===== config.mk =====
export PLATFORM = sky130hd
export DESIGN_NAME = date_difference_in_days
export DESIGN_NICKNAME = d
export VERILOG_FILES = /design/src/hdl/ddd_pkg.sv /design/src/hdl/date_difference_in_days.sv /design/src/hdl/ddd_ctrl.sv /design/src/hdl/ddd_dpath.sv
export SDC_FILE = /design/constraint.sdc
export NUM_CORES = 1
export LEC_CHECK = 0
export BUFFER_PORTS_ARGS = -buffer_cell sky130_fd_sc_hd__buf_4
export CAP_MARGIN = 20
export CORE_MARGIN = 4
export CORE_UTILIZATION = 70
export CTS_CLUSTER_DIAMETER = 60
export DETAILED_ROUTE_END_ITERATION = 10
export PLACE_DENSITY = 0.95
export RECOVER_POWER = 50
export SYNTH_ARGS = -nofsm -noshare
export SYNTH_HDL_FRONTEND = slang
export SYNTH_HIERARCHICAL = 1
export SYNTH_SLANG_ARGS = --single-unit

===== constraint.sdc =====
create_clock -name clk -period 20.8 [get_ports clk]
set_clock_uncertainty 0.1 [all_clocks]
set_input_delay 1.04 -clock clk [delete_from_list [all_inputs] [get_ports clk]]
set_output_delay 1.04 -clock clk [all_outputs]
set_load 0.02 [all_outputs]

===== src/hdl/ddd_pkg.sv =====
// ----------------------------------------------------------------------------
// ddd_pkg
// Shared types, constants and calendar helpers for the date difference block.
// ----------------------------------------------------------------------------
package ddd_pkg;

  localparam int unsigned DAY_W   = 6;
  localparam int unsigned MONTH_W = 4;
  localparam int unsigned YEAR_W  = 12;
  localparam int unsigned COUNT_W = 22;

  localparam logic [YEAR_W-1:0] MAX_YEAR = 12'd4095;

  localparam logic [MONTH_W-1:0] MONTH_JAN = 4'd1;
  localparam logic [MONTH_W-1:0] MONTH_FEB = 4'd2;
  localparam logic [MONTH_W-1:0] MONTH_DEC = 4'd12;
  localparam logic [DAY_W-1:0]   DAY_MIN   = 6'd1;
  localparam logic [DAY_W-1:0]   DAY_MAX   = 6'd31;

  // Reciprocal constants: x/25 = (x*1311)>>15 for x < 4681,
  // x/100 = (x*1311)>>17 for x < 4681.
  localparam logic [10:0] RECIP = 11'd1311;
  localparam int unsigned SH25  = 15;
  localparam int unsigned SH100 = 17;

  localparam logic [8:0] DAYS_PER_YEAR = 9'd365;

  // Commands from controller to datapath
  typedef struct packed {
    logic load;        // capture the input word
    logic sel_second;  // year step works on the second date
    logic yr_a;        // year step, first half
    logic yr_b;        // year step, second half
    logic sum_a;       // day of year and whole-year span
    logic commit;      // final sum into the output register
  } ddd_cmd_t;

  // Days in the months before the given month (non-leap)
  function automatic logic [8:0] days_before(input logic [MONTH_W-1:0] m);
    logic [8:0] d;
    case (m)
      4'd1:    d = 9'd0;
      4'd2:    d = 9'd31;
      4'd3:    d = 9'd59;
      4'd4:    d = 9'd90;
      4'd5:    d = 9'd120;
      4'd6:    d = 9'd151;
      4'd7:    d = 9'd181;
      4'd8:    d = 9'd212;
      4'd9:    d = 9'd243;
      4'd10:   d = 9'd273;
      4'd11:   d = 9'd304;
      4'd12:   d = 9'd334;
      default: d = 9'd0;
    endcase
    return d;
  endfunction

endpackage


===== src/hdl/date_difference_in_days.sv =====
// ----------------------------------------------------------------------------
// date_difference_in_days
// Day count between two Gregorian dates.
// ----------------------------------------------------------------------------
// Usage:
//   The input channel carries one word of two dates (day, month, year each);
//   the result channel returns one word per input: the signed day count from
//   the first date to the second and a bad_input flag (count forced to 0).
//   Both channels use valid/stall; a word moves when valid is high and stall
//   is low.
//   The result shows on out_valid once the sum is written to the output register.
//   One word is handled at a time: the controller runs the shared year unit
//   twice (first and second half for each date), then a day-of-year step and a
//   sum step, and takes no new word until the sum is written.
//   The output register decouples the sides: a new word is taken while the
//   previous result waits. If the receiver stalls, the result holds and the
//   controller waits in its final step until the register frees up.
//   Reset (rst_n low, synchronous) returns the controller to idle and
//   drops any pending result.
// ----------------------------------------------------------------------------
module date_difference_in_days (
  input  logic                                clk,
  input  logic                                rst_n,
  input  logic                                in_valid,
  output logic                                in_stall,
  input  logic [ddd_pkg::DAY_W-1:0]           in_first_day,
  input  logic [ddd_pkg::MONTH_W-1:0]         in_first_month,
  input  logic [ddd_pkg::YEAR_W-1:0]          in_first_year,
  input  logic [ddd_pkg::DAY_W-1:0]           in_second_day,
  input  logic [ddd_pkg::MONTH_W-1:0]         in_second_month,
  input  logic [ddd_pkg::YEAR_W-1:0]          in_second_year,
  output logic                                out_valid,
  input  logic                                out_stall,
  output logic signed [ddd_pkg::COUNT_W-1:0]  out_day_count,
  output logic                                out_bad_input
);
  import ddd_pkg::*;

  ddd_cmd_t cmd;

  ddd_ctrl u_ctrl (
    .clk       (clk),
    .rst_n     (rst_n),
    .in_valid  (in_valid),
    .in_stall  (in_stall),
    .out_valid (out_valid),
    .out_stall (out_stall),
    .cmd       (cmd)
  );

  ddd_dpath u_dpath (
    .clk             (clk),
    .cmd             (cmd),
    .in_first_day    (in_first_day),
    .in_first_month  (in_first_month),
    .in_first_year   (in_first_year),
    .in_second_day   (in_second_day),
    .in_second_month (in_second_month),
    .in_second_year  (in_second_year),
    .out_day_count   (out_day_count),
    .out_bad_input   (out_bad_input)
  );

endmodule


===== src/hdl/ddd_ctrl.sv =====
// ----------------------------------------------------------------------------
// ddd_ctrl
// Sequencer for the date difference block: steps the datapath through the
// two year computations, the day-of-year step and the final sum.
// ----------------------------------------------------------------------------
module ddd_ctrl (
  input  logic              clk,
  input  logic              rst_n,
  input  logic              in_valid,
  output logic              in_stall,
  output logic              out_valid,
  input  logic              out_stall,
  output ddd_pkg::ddd_cmd_t cmd
);
  import ddd_pkg::*;

  typedef enum logic [2:0] {
    ST_IDLE,
    ST_YR1_A,
    ST_YR1_B,
    ST_YR2_A,
    ST_YR2_B,
    ST_SUM_A,
    ST_SUM_B
  } state_t;

  state_t state_r, state_nxt;
  logic   out_valid_r, out_valid_nxt;
  logic   commit;

  assign in_stall  = (state_r != ST_IDLE);
  assign out_valid = out_valid_r;
  // write the result once the output register is free or being drained
  assign commit    = (state_r == ST_SUM_B) && (!out_valid_r || !out_stall);

  always_comb begin
    cmd            = '0;
    cmd.load       = (state_r == ST_IDLE) && in_valid;
    cmd.sel_second = (state_r == ST_YR2_A) || (state_r == ST_YR2_B);
    cmd.yr_a       = (state_r == ST_YR1_A) || (state_r == ST_YR2_A);
    cmd.yr_b       = (state_r == ST_YR1_B) || (state_r == ST_YR2_B);
    cmd.sum_a      = (state_r == ST_SUM_A);
    cmd.commit     = commit;
  end

  always_comb begin
    state_nxt = state_r;
    unique case (state_r)
      ST_IDLE:  if (in_valid) state_nxt = ST_YR1_A;
      ST_YR1_A: state_nxt = ST_YR1_B;
      ST_YR1_B: state_nxt = ST_YR2_A;
      ST_YR2_A: state_nxt = ST_YR2_B;
      ST_YR2_B: state_nxt = ST_SUM_A;
      ST_SUM_A: state_nxt = ST_SUM_B;
      ST_SUM_B: if (commit) state_nxt = ST_IDLE;
      default:  state_nxt = ST_IDLE;
    endcase
  end

  always_comb begin
    out_valid_nxt = out_valid_r;
    if (commit) begin
      out_valid_nxt = 1'b1;
    end else if (!out_stall) begin
      out_valid_nxt = 1'b0;
    end
  end

  always_ff @(posedge clk) begin
    if (!rst_n) begin
      state_r     <= ST_IDLE;
      out_valid_r <= 1'b0;
    end else begin
      state_r     <= state_nxt;
      out_valid_r <= out_valid_nxt;
    end
  end

endmodule


===== src/hdl/ddd_dpath.sv =====
// ----------------------------------------------------------------------------
// ddd_dpath
// Datapath: input word registers, a shared year unit (leap years below a
// year and the leap flag), day-of-year logic and the output register.
// ----------------------------------------------------------------------------
module ddd_dpath (
  input  logic                          clk,
  input  ddd_pkg::ddd_cmd_t             cmd,
  input  logic [ddd_pkg::DAY_W-1:0]     in_first_day,
  input  logic [ddd_pkg::MONTH_W-1:0]   in_first_month,
  input  logic [ddd_pkg::YEAR_W-1:0]    in_first_year,
  input  logic [ddd_pkg::DAY_W-1:0]     in_second_day,
  input  logic [ddd_pkg::MONTH_W-1:0]   in_second_month,
  input  logic [ddd_pkg::YEAR_W-1:0]    in_second_year,
  output logic signed [ddd_pkg::COUNT_W-1:0] out_day_count,
  output logic                          out_bad_input
);
  import ddd_pkg::*;

  logic [DAY_W-1:0]   d1_r, d2_r;
  logic [MONTH_W-1:0] m1_r, m2_r;
  logic [YEAR_W-1:0]  y1_r, y2_r;

  // year unit
  logic [YEAR_W-1:0]  ysel;
  logic [YEAR_W-1:0]  yb_r;
  logic [YEAR_W:0]    y_plus3;
  logic [10:0]        c4_r, c4_nxt;
  logic [22:0]        q25_prod;
  logic [7:0]         q25_r, q25_nxt;
  logic [10:0]        c4_p24, c4_p99;
  logic [21:0]        c100_prod, c400_prod;
  logic [5:0]         c100;
  logic [3:0]         c400;
  logic [12:0]        q25_back;
  logic [10:0]        lb;
  logic               leap;
  logic [10:0]        lb1_r, lb2_r;
  logic               leap1_r, leap2_r;

  // day of year and span
  logic [9:0]         doy1, doy2;
  logic [9:0]         doy1_r, doy2_r;
  logic [YEAR_W-1:0]  span;
  logic [20:0]        span365_r;
  logic [22:0]        total;
  logic               bad;

  logic [COUNT_W-1:0] count_r;
  logic               bad_r;

  always_ff @(posedge clk) begin
    if (cmd.load) begin
      d1_r <= in_first_day;
      m1_r <= in_first_month;
      y1_r <= in_first_year;
      d2_r <= in_second_day;
      m2_r <= in_second_month;
      y2_r <= in_second_year;
    end
  end

  // first half: ceil(y/4) and floor(y/25)
  assign ysel     = cmd.sel_second ? y2_r : y1_r;
  assign y_plus3  = {1'b0, ysel} + 13'd3;
  assign c4_nxt   = y_plus3[12:2];
  assign q25_prod = {11'b0, ysel} * {12'b0, RECIP};
  assign q25_nxt  = q25_prod[SH25 +: 8];

  always_ff @(posedge clk) begin
    if (cmd.yr_a) begin
      yb_r  <= ysel;
      c4_r  <= c4_nxt;
      q25_r <= q25_nxt;
    end
  end

  // second half: ceil(y/100) = ceil(c4/25), ceil(y/400) = ceil(c4/100)
  assign c4_p24    = c4_r + 11'd24;
  assign c4_p99    = c4_r + 11'd99;
  assign c100_prod = {11'b0, c4_p24} * {11'b0, RECIP};
  assign c400_prod = {11'b0, c4_p99} * {11'b0, RECIP};
  assign c100      = c100_prod[SH25 +: 6];
  assign c400      = c400_prod[SH100 +: 4];
  assign lb        = c4_r - {5'b0, c100} + {7'b0, c400};
  assign q25_back  = {5'b0, q25_r} * 13'd25;
  // leap: divisible by 4, and not by 25 unless also by 16
  assign leap      = (yb_r[1:0] == 2'b00) &&
                     ((q25_back != {1'b0, yb_r}) || (yb_r[3:0] == 4'b0000));

  always_ff @(posedge clk) begin
    if (cmd.yr_b) begin
      if (cmd.sel_second) begin
        lb2_r   <= lb;
        leap2_r <= leap;
      end else begin
        lb1_r   <= lb;
        leap1_r <= leap;
      end
    end
  end

  assign doy1 = {4'b0, d1_r} + {1'b0, days_before(m1_r)} +
                {9'b0, (leap1_r && (m1_r > MONTH_FEB))};
  assign doy2 = {4'b0, d2_r} + {1'b0, days_before(m2_r)} +
                {9'b0, (leap2_r && (m2_r > MONTH_FEB))};
  assign span = y2_r - y1_r;

  always_ff @(posedge clk) begin
    if (cmd.sum_a) begin
      doy1_r    <= doy1;
      doy2_r    <= doy2;
      span365_r <= {9'b0, span} * {12'b0, DAYS_PER_YEAR};
    end
  end

  // modular sum; the true value always fits in the count width
  assign total = {13'b0, doy2_r} - {13'b0, doy1_r} + {2'b0, span365_r} +
                 {12'b0, lb2_r} - {12'b0, lb1_r};

  assign bad = (d1_r < DAY_MIN) || (d1_r > DAY_MAX) ||
               (d2_r < DAY_MIN) || (d2_r > DAY_MAX) ||
               (m1_r < MONTH_JAN) || (m1_r > MONTH_DEC) ||
               (m2_r < MONTH_JAN) || (m2_r > MONTH_DEC) ||
               (y1_r > MAX_YEAR) || (y2_r > MAX_YEAR) ||
               (y1_r > y2_r) || ((y1_r == y2_r) && (m1_r > m2_r));

  always_ff @(posedge clk) begin
    if (cmd.commit) begin
      count_r <= bad ? '0 : total[COUNT_W-1:0];
      bad_r   <= bad;
    end
  end

  assign out_day_count = $signed(count_r);
  assign out_bad_input = bad_r;

endmodule


## Yosys cells after proc, flatten, opt, wreduce, memory -nomap -nowiden

Memories as Yosys holds them, arrays and structs flattened. A register that Yosys moved wholly into a read port is not among the register bits.
Index checks and enable logic that the tools add are counted.

- Latch bits: 0
- Output and inout port bits: 25
- Flip-flop bits (word level): 167
- Bits of input ports: 48
- Memories kept: 2
- ROM bits: 288
- Bits in writable memories: 0

Memory list:

| memory | depth | bits a word | read ports | clocked after Yosys merged registers in | wr ports | RTL line | source |
|---|---|---|---|---|---|---|---|
| (no name shown) | 16 | 9 | 1 | 1 | 0 | ddd_pkg.sv:41 | `case (m)` |
| (no name shown) | 16 | 9 | 1 | 1 | 0 | ddd_pkg.sv:41 |  |

- Magnitude comparators: 14
- Add/subtract/negate cells: 14
- Multiply operators: 5
- Equality and inequality tests: 11
- Shifts and indexed selects: 0
- Reduce and logical (&&, ||, !) cells: 31
- Div/mod/pow operators: 0
- Bitwise logic cells: 1
- Mux-type cells: 8

Operators by type and width:

| operator | count |
|---|---|
| $mul A11 B11 Y21 const B | 2 |
| $gt A12 B12 Y1 const B | 2 |
| $mul A12 B11 Y23 const B | 1 |
| $add A22 B11 Y22 | 1 |
| $add A22 B21 Y22 | 1 |
| $sub A22 B11 Y22 | 1 |
| $mul A12 B9 Y21 const B | 1 |
| $pmux W3 S7 | 1 |
| $add A10 B1 Y10 | 2 |
| $add A6 B9 Y10 | 2 |
| $logic_or A1 B1 Y1 | 16 |
| $add A12 B2 Y13 const B | 1 |
| $mul A8 B5 Y13 const B | 1 |
| $ne A13 B12 Y1 | 1 |
| $eq A12 B12 Y1 | 1 |
| $gt A12 B12 Y1 | 1 |
| $gt A6 B5 Y1 const B | 2 |
| $lt A6 B1 Y1 const B | 2 |
| $mux W12 | 1 |
| $sub A12 B12 Y12 | 1 |
| $add A11 B4 Y11 | 1 |
| $add A11 B5 Y11 const B | 1 |
| $add A11 B7 Y11 const B | 1 |
| $sub A10 B10 Y11 | 1 |
| 21 further kinds | 39 |

## Depth between registers and ports, before layout

- Depth in word-level cells: 12
- Depth in mapped cells: 35
- Mapped depth without buffers: 35

## By module

Netlist, hierarchy kept.

Modules (own cells, without submodules):

| module | instances | cells an instance | area an instance (um^2) |
|---|---|---|---|
| ddd_dpath | 1 | 1946 | 20514.7 |
| ddd_ctrl | 1 | 32 | 292.8 |

## Least setup slack after synthesis

No wires, ideal clock.

- Path kind: register -> register
- From: register u_dpath.c4_r[3]
- To: register u_dpath.lb1_r[10] (data pin)
- Clock period less this slack: 8227 ps
- Stages on the path, launching flop included: 32
- Data required time: 20435 ps
- Slack: 12573 ps
- Arrival: 7863 ps
- Setup time: 265 ps
- Path buffers: 1
- Cells stage by stage: edfxtp_1 > clkbuf_1 > inv_1 > ha_1 > inv_1 > nand4_1 > xnor2_1 > inv_1 > fa_1 > ha_1 > inv_1 > fa_1 > inv_1 > fa_1 > inv_1 > fa_1 > inv_1 > ha_1 > and3_1 > and4_1 > a221oi_1 > a21oi_2 > xnor2_1 > fa_1 > fa_1 > a21o_1 > a21oi_2 > o21ai_1 > or4_1 > a31o_2 > a21oi_2 > xnor2_1

- Longest elaborated chain between the ends: 4
- Elaborated cells between the ends (all ways): 6
- Classes of those cells: 4 x add/sub; 2 x mul

Ends and longest elaborated chain:

| element | RTL line | source |
|---|---|---|
| from (decl) | ddd_dpath.sv:28 | `logic [10:0] c4_r, c4_nxt;` |
| from (signal assigned) | ddd_dpath.sv:73 | `c4_r <= c4_nxt;` |
| $add A11 B5 Y11 | ddd_dpath.sv:79 | `assign c4_p24 = c4_r + 11'd24;` |
| $mul A11 B11 Y21 | ddd_dpath.sv:81 | `assign c100_prod = {11'b0, c4_p24} * {11'b0, RECIP};` |
| $sub A11 B6 Y11 | ddd_dpath.sv:85 | `assign lb = c4_r - {5'b0, c100} + {7'b0, c400};` |
| $add A11 B4 Y11 (*) | ddd_dpath.sv:85 |  |
| named net u_dpath.lb[10] | ddd_dpath.sv:36 | `logic [10:0] lb;` |
| to (signal assigned) | ddd_dpath.sv:97 | `lb1_r <= lb;` |
| to (decl) | ddd_dpath.sv:38 | `logic [10:0] lb1_r, lb2_r;` |

The timed path passes the listed nets; every way through them passes the cells marked *.
A chain may end at the register's enable or synchronous reset.

## Worst setup path after layout

- From: register u_dpath.c4_r[2]
- To: register u_dpath.lb1_r[10] (data pin)

The elaborated chain is that of the path after synthesis.

==> flow_summary_export.csv <==
group,metric,value,unit
run_status,outcome,"finished with violations",
run_status,failed_checks,"max-capacitance violations, max-slew violations",
setup_path,required,20.88,ns
floorplanning,die_w,180,um
setup_path,regToRegEndpoint,"u_dpath/lb1_r[10]$_DFFE_PP_",
yosys,yosysTopAreaCellShare,26.0,%
yosys,synthXorXnorAreaFrac,6.18,%
place,dpl.hpwl,37900,um
yosys,synth_top_area_cell,"ha_1",
yosys,yosysSeqAreaShare,25.6,%
setup_path,path_max_fanout,13,
route,viasPerCell,6.12,
grt,grt_pass1_vias,16200,
route,dr.first_iter.drc_count,1476,
floorplanning,start_util,71.7,%
yosys,yosys_warnings,6,
yosys,synthAdderAreaFrac,43.4,%
clock_network,cts_buffer_depth,2,
floorplanning,dieHeight,180,um
yosys,synth_area_leaders,"ha_1, edfxtp_1, fa_1, inv_1, xnor2_1",
finish,drive_gt1_share,5.44,%
setup_path,crit_slowest_cell,"xnor2_1",
route,post_drt_wl_per_cell,20.1,um
route,wl,49400,um
clock_network,htree_levels,4,
floorplanning,coreArea,29000,um2
yosys,synth_mux_area_share,0.932,%
worst_hold_path,min_to,"u_ctrl/out_valid$_SDFFE_PN0P_",
sta,max_freq,108,MHz
yosys,synth-simple-area-share,6.75,%
setup_path,crit_arrival,9.37,ns
place,gp_congestion,0.931,
setup_path,worstReg2RegStart,"u_dpath/c4_r[2]$_DFFE_PP_",
job,cap_violations,3,
setup_path,max_stage_delay,0.82,ns
grt,grt_pass1_wl,80300,um
setup_path,rrSetupSlack,11.51,ns
setup_path,r2r_cells,30,
finish,final_common_cell,"ha_1",
yosys,synth_cell_types,73,
finish,final_nets,2725,
grt,grt_max_degree,55,
route,drtPass1Iterations,6,
setup_path,crit_path_start_kind,"register",
yosys,synthCells,1978,
clock_network,cts-hold-fix-buffers,0,
yosys,ys_ff_latch,185,
clock_network,ctsResizeCount,0,
setup_path,end_kind,"register",
clock_network,clockRootBuffer,"clkbuf_16",
yosys,ys_async_sr_fraction,0,%
sta,grt_setup_unrepaired,"no",
grt,antenna_found_initial,0,
yosys,synth_flop_cell,"edfxtp_1",
setup_path,cp_common_cell,"fa_1",
yosys,synth_top_family_by_area,"adder cells",
worst_hold_path,hold_depth,2,
clock_network,cts_sinks,185,
finish,final_cell_mix,"ha_1, inv_1, fa_1",
clock_network,cts_buffers,17,
route,ant_nets,0,
sta,timing_hold_violations_final,0,
floorplanning,dieArea,32500,um2
clock_network,clk_pin_slew,0.08,ns
sta,worst_pin_slew,2.86,ns
floorplanning,io_pins,73,
grt,track_usage,30.7,%
setup_path,worstSetupPathType,"reg2reg",
sta,layout_worst_path_cycle_share,44.6,%
yosys,synth_compound_area_share,8.95,%
floorplanning,num_rows,62,
finish,n_antenna_cell,0,
sta,final.setup.tns,0,ns
clock_network,clk_latency,0.45,ns
clock_network,cts_setup_buffers,0,
yosys,syn_avg_cell_area,10.5,um2
place,io_buffer_count,72,
sta,period_needed,9.29,ns
sta,setup_violations,0,
grt,grt-ovfl-total,0,
sta,slew_viol_final,129,
yosys,syn-cell-area,20800,um2
clock_network,cts_tree,"built",
sta,relSlewSlack,-90.9,%
route,remaining_drc_errors,0,
yosys,synth_edf_count,163,
worst_hold_path,hp-class,"reg2reg",
route,vias,15100,
worst_hold_path,worstHoldStart,"u_ctrl/out_valid$_SDFFE_PN0P_",
yosys,synth_nets,2639,
finish,area_growth,7.05,%
==> area by class of cell <==
cell class / count / area, um2
fill: 1742 / 6740
clock buffer: 18 / 429
multi-input combinational: 1347 / 13700
sequential: 185 / 5340
inverter: 431 / 1620
clock inverter: 14 / 124
timing repair buffer: 82 / 541
tap: 384 / 480
==> metrics by stage <==
step	hold WS, ns	setup slack [ns]	cells	util (%)	instance area (um2)
CTS	0.445	11.63	2461	77.1	22400
floorplan	0.437	12.57	1978	-	20800
detailed placement	0.431	11.80	2429	75.2	21800
global placement	0.386	12.13	2428	75.2	21800
global route	0.464	11.09	2461	76.8	22300
finish	0.448	11.51	2461	76.8	22300
==> layer usage <==
metal  vias up  track usage, %  routed length [um]  share of wire, %
met5         -               0                   0                 0
met4         0            17.5                3230               6.5
met3       270            7.29                3940               8.0
met2       843            53.2               24100                49
met1      7149            34.8               18100                37
li1       6797               -                   -                 -
==> logic make-up after synthesis <==
logic type                 Yosys count
AOI/OAI and AO/OA                  284
xor gates and xnor gates           146
adders and majority gates          613
buffers and inverters              446
DFF                                185
muxes                               19
and+or+nand+nor                    285
==> state kept, by name (all words and copies together), names as in the netlist, 10 cells and up, named ones only <==
register               cells
u_dpath/doy2_r            10
u_dpath/y1_r              12
u_dpath/doy1_r            10
u_dpath/lb1_r             11
u_dpath/y2_r              12
u_dpath/lb2_r             11
u_dpath/out_day_count     22
u_dpath/yb_r              12
u_dpath/c4_r              11
u_dpath/span365_r         21
==> worst max path at each step <==
stage	startpoint	end
floorplan	u_dpath/c4_r[3]$_DFFE_PP_	u_dpath/lb1_r[10]$_DFFE_PP_
global placement	u_dpath/c4_r[2]$_DFFE_PP_	u_dpath/lb1_r[10]$_DFFE_PP_
detailed placement	u_dpath/c4_r[2]$_DFFE_PP_	u_dpath/lb1_r[10]$_DFFE_PP_
CTS	u_dpath/c4_r[2]$_DFFE_PP_	u_dpath/lb1_r[10]$_DFFE_PP_
global route	u_dpath/c4_r[3]$_DFFE_PP_	u_dpath/lb1_r[10]$_DFFE_PP_
finish	u_dpath/c4_r[2]$_DFFE_PP_	u_dpath/lb1_r[10]$_DFFE_PP_
==> cell usage after synthesis (9+ instances only) <==
cell / n
edfxtp_1: 163
nand3_1: 16
nand2b_1: 9
and3_1: 13
fa_1: 180
nor3_1: 18
o21a_1: 14
nor2_1: 81
ha_1: 433
a21o_1: 46
nand4_1: 11
xor2_1: 45
nor2b_1: 13
dfxtp_1: 22
o21ai_0: 56
mux2i_1: 16
a21oi_1: 79
xnor2_1: 100
inv_1: 431
nand2_1: 80
a211oi_1: 13
==> worst max-delay path, delay by kind of cell (launching register included) <==
kind | cells | cell delay (ns)
flip-flops | 1 | 0.71
buffers and inverters | 4 | 0.20
AO/OA/AOI/OAI | 9 | 1.80
AND/OR/NAND/NOR | 5 | 1.13
adder cells (fa/ha/maj) | 9 | 3.94
XOR/XNOR | 3 | 1.14
Power is not shown: default switching activity piles up to over one toggle a cycle in this logic, so the estimate is an artifact.
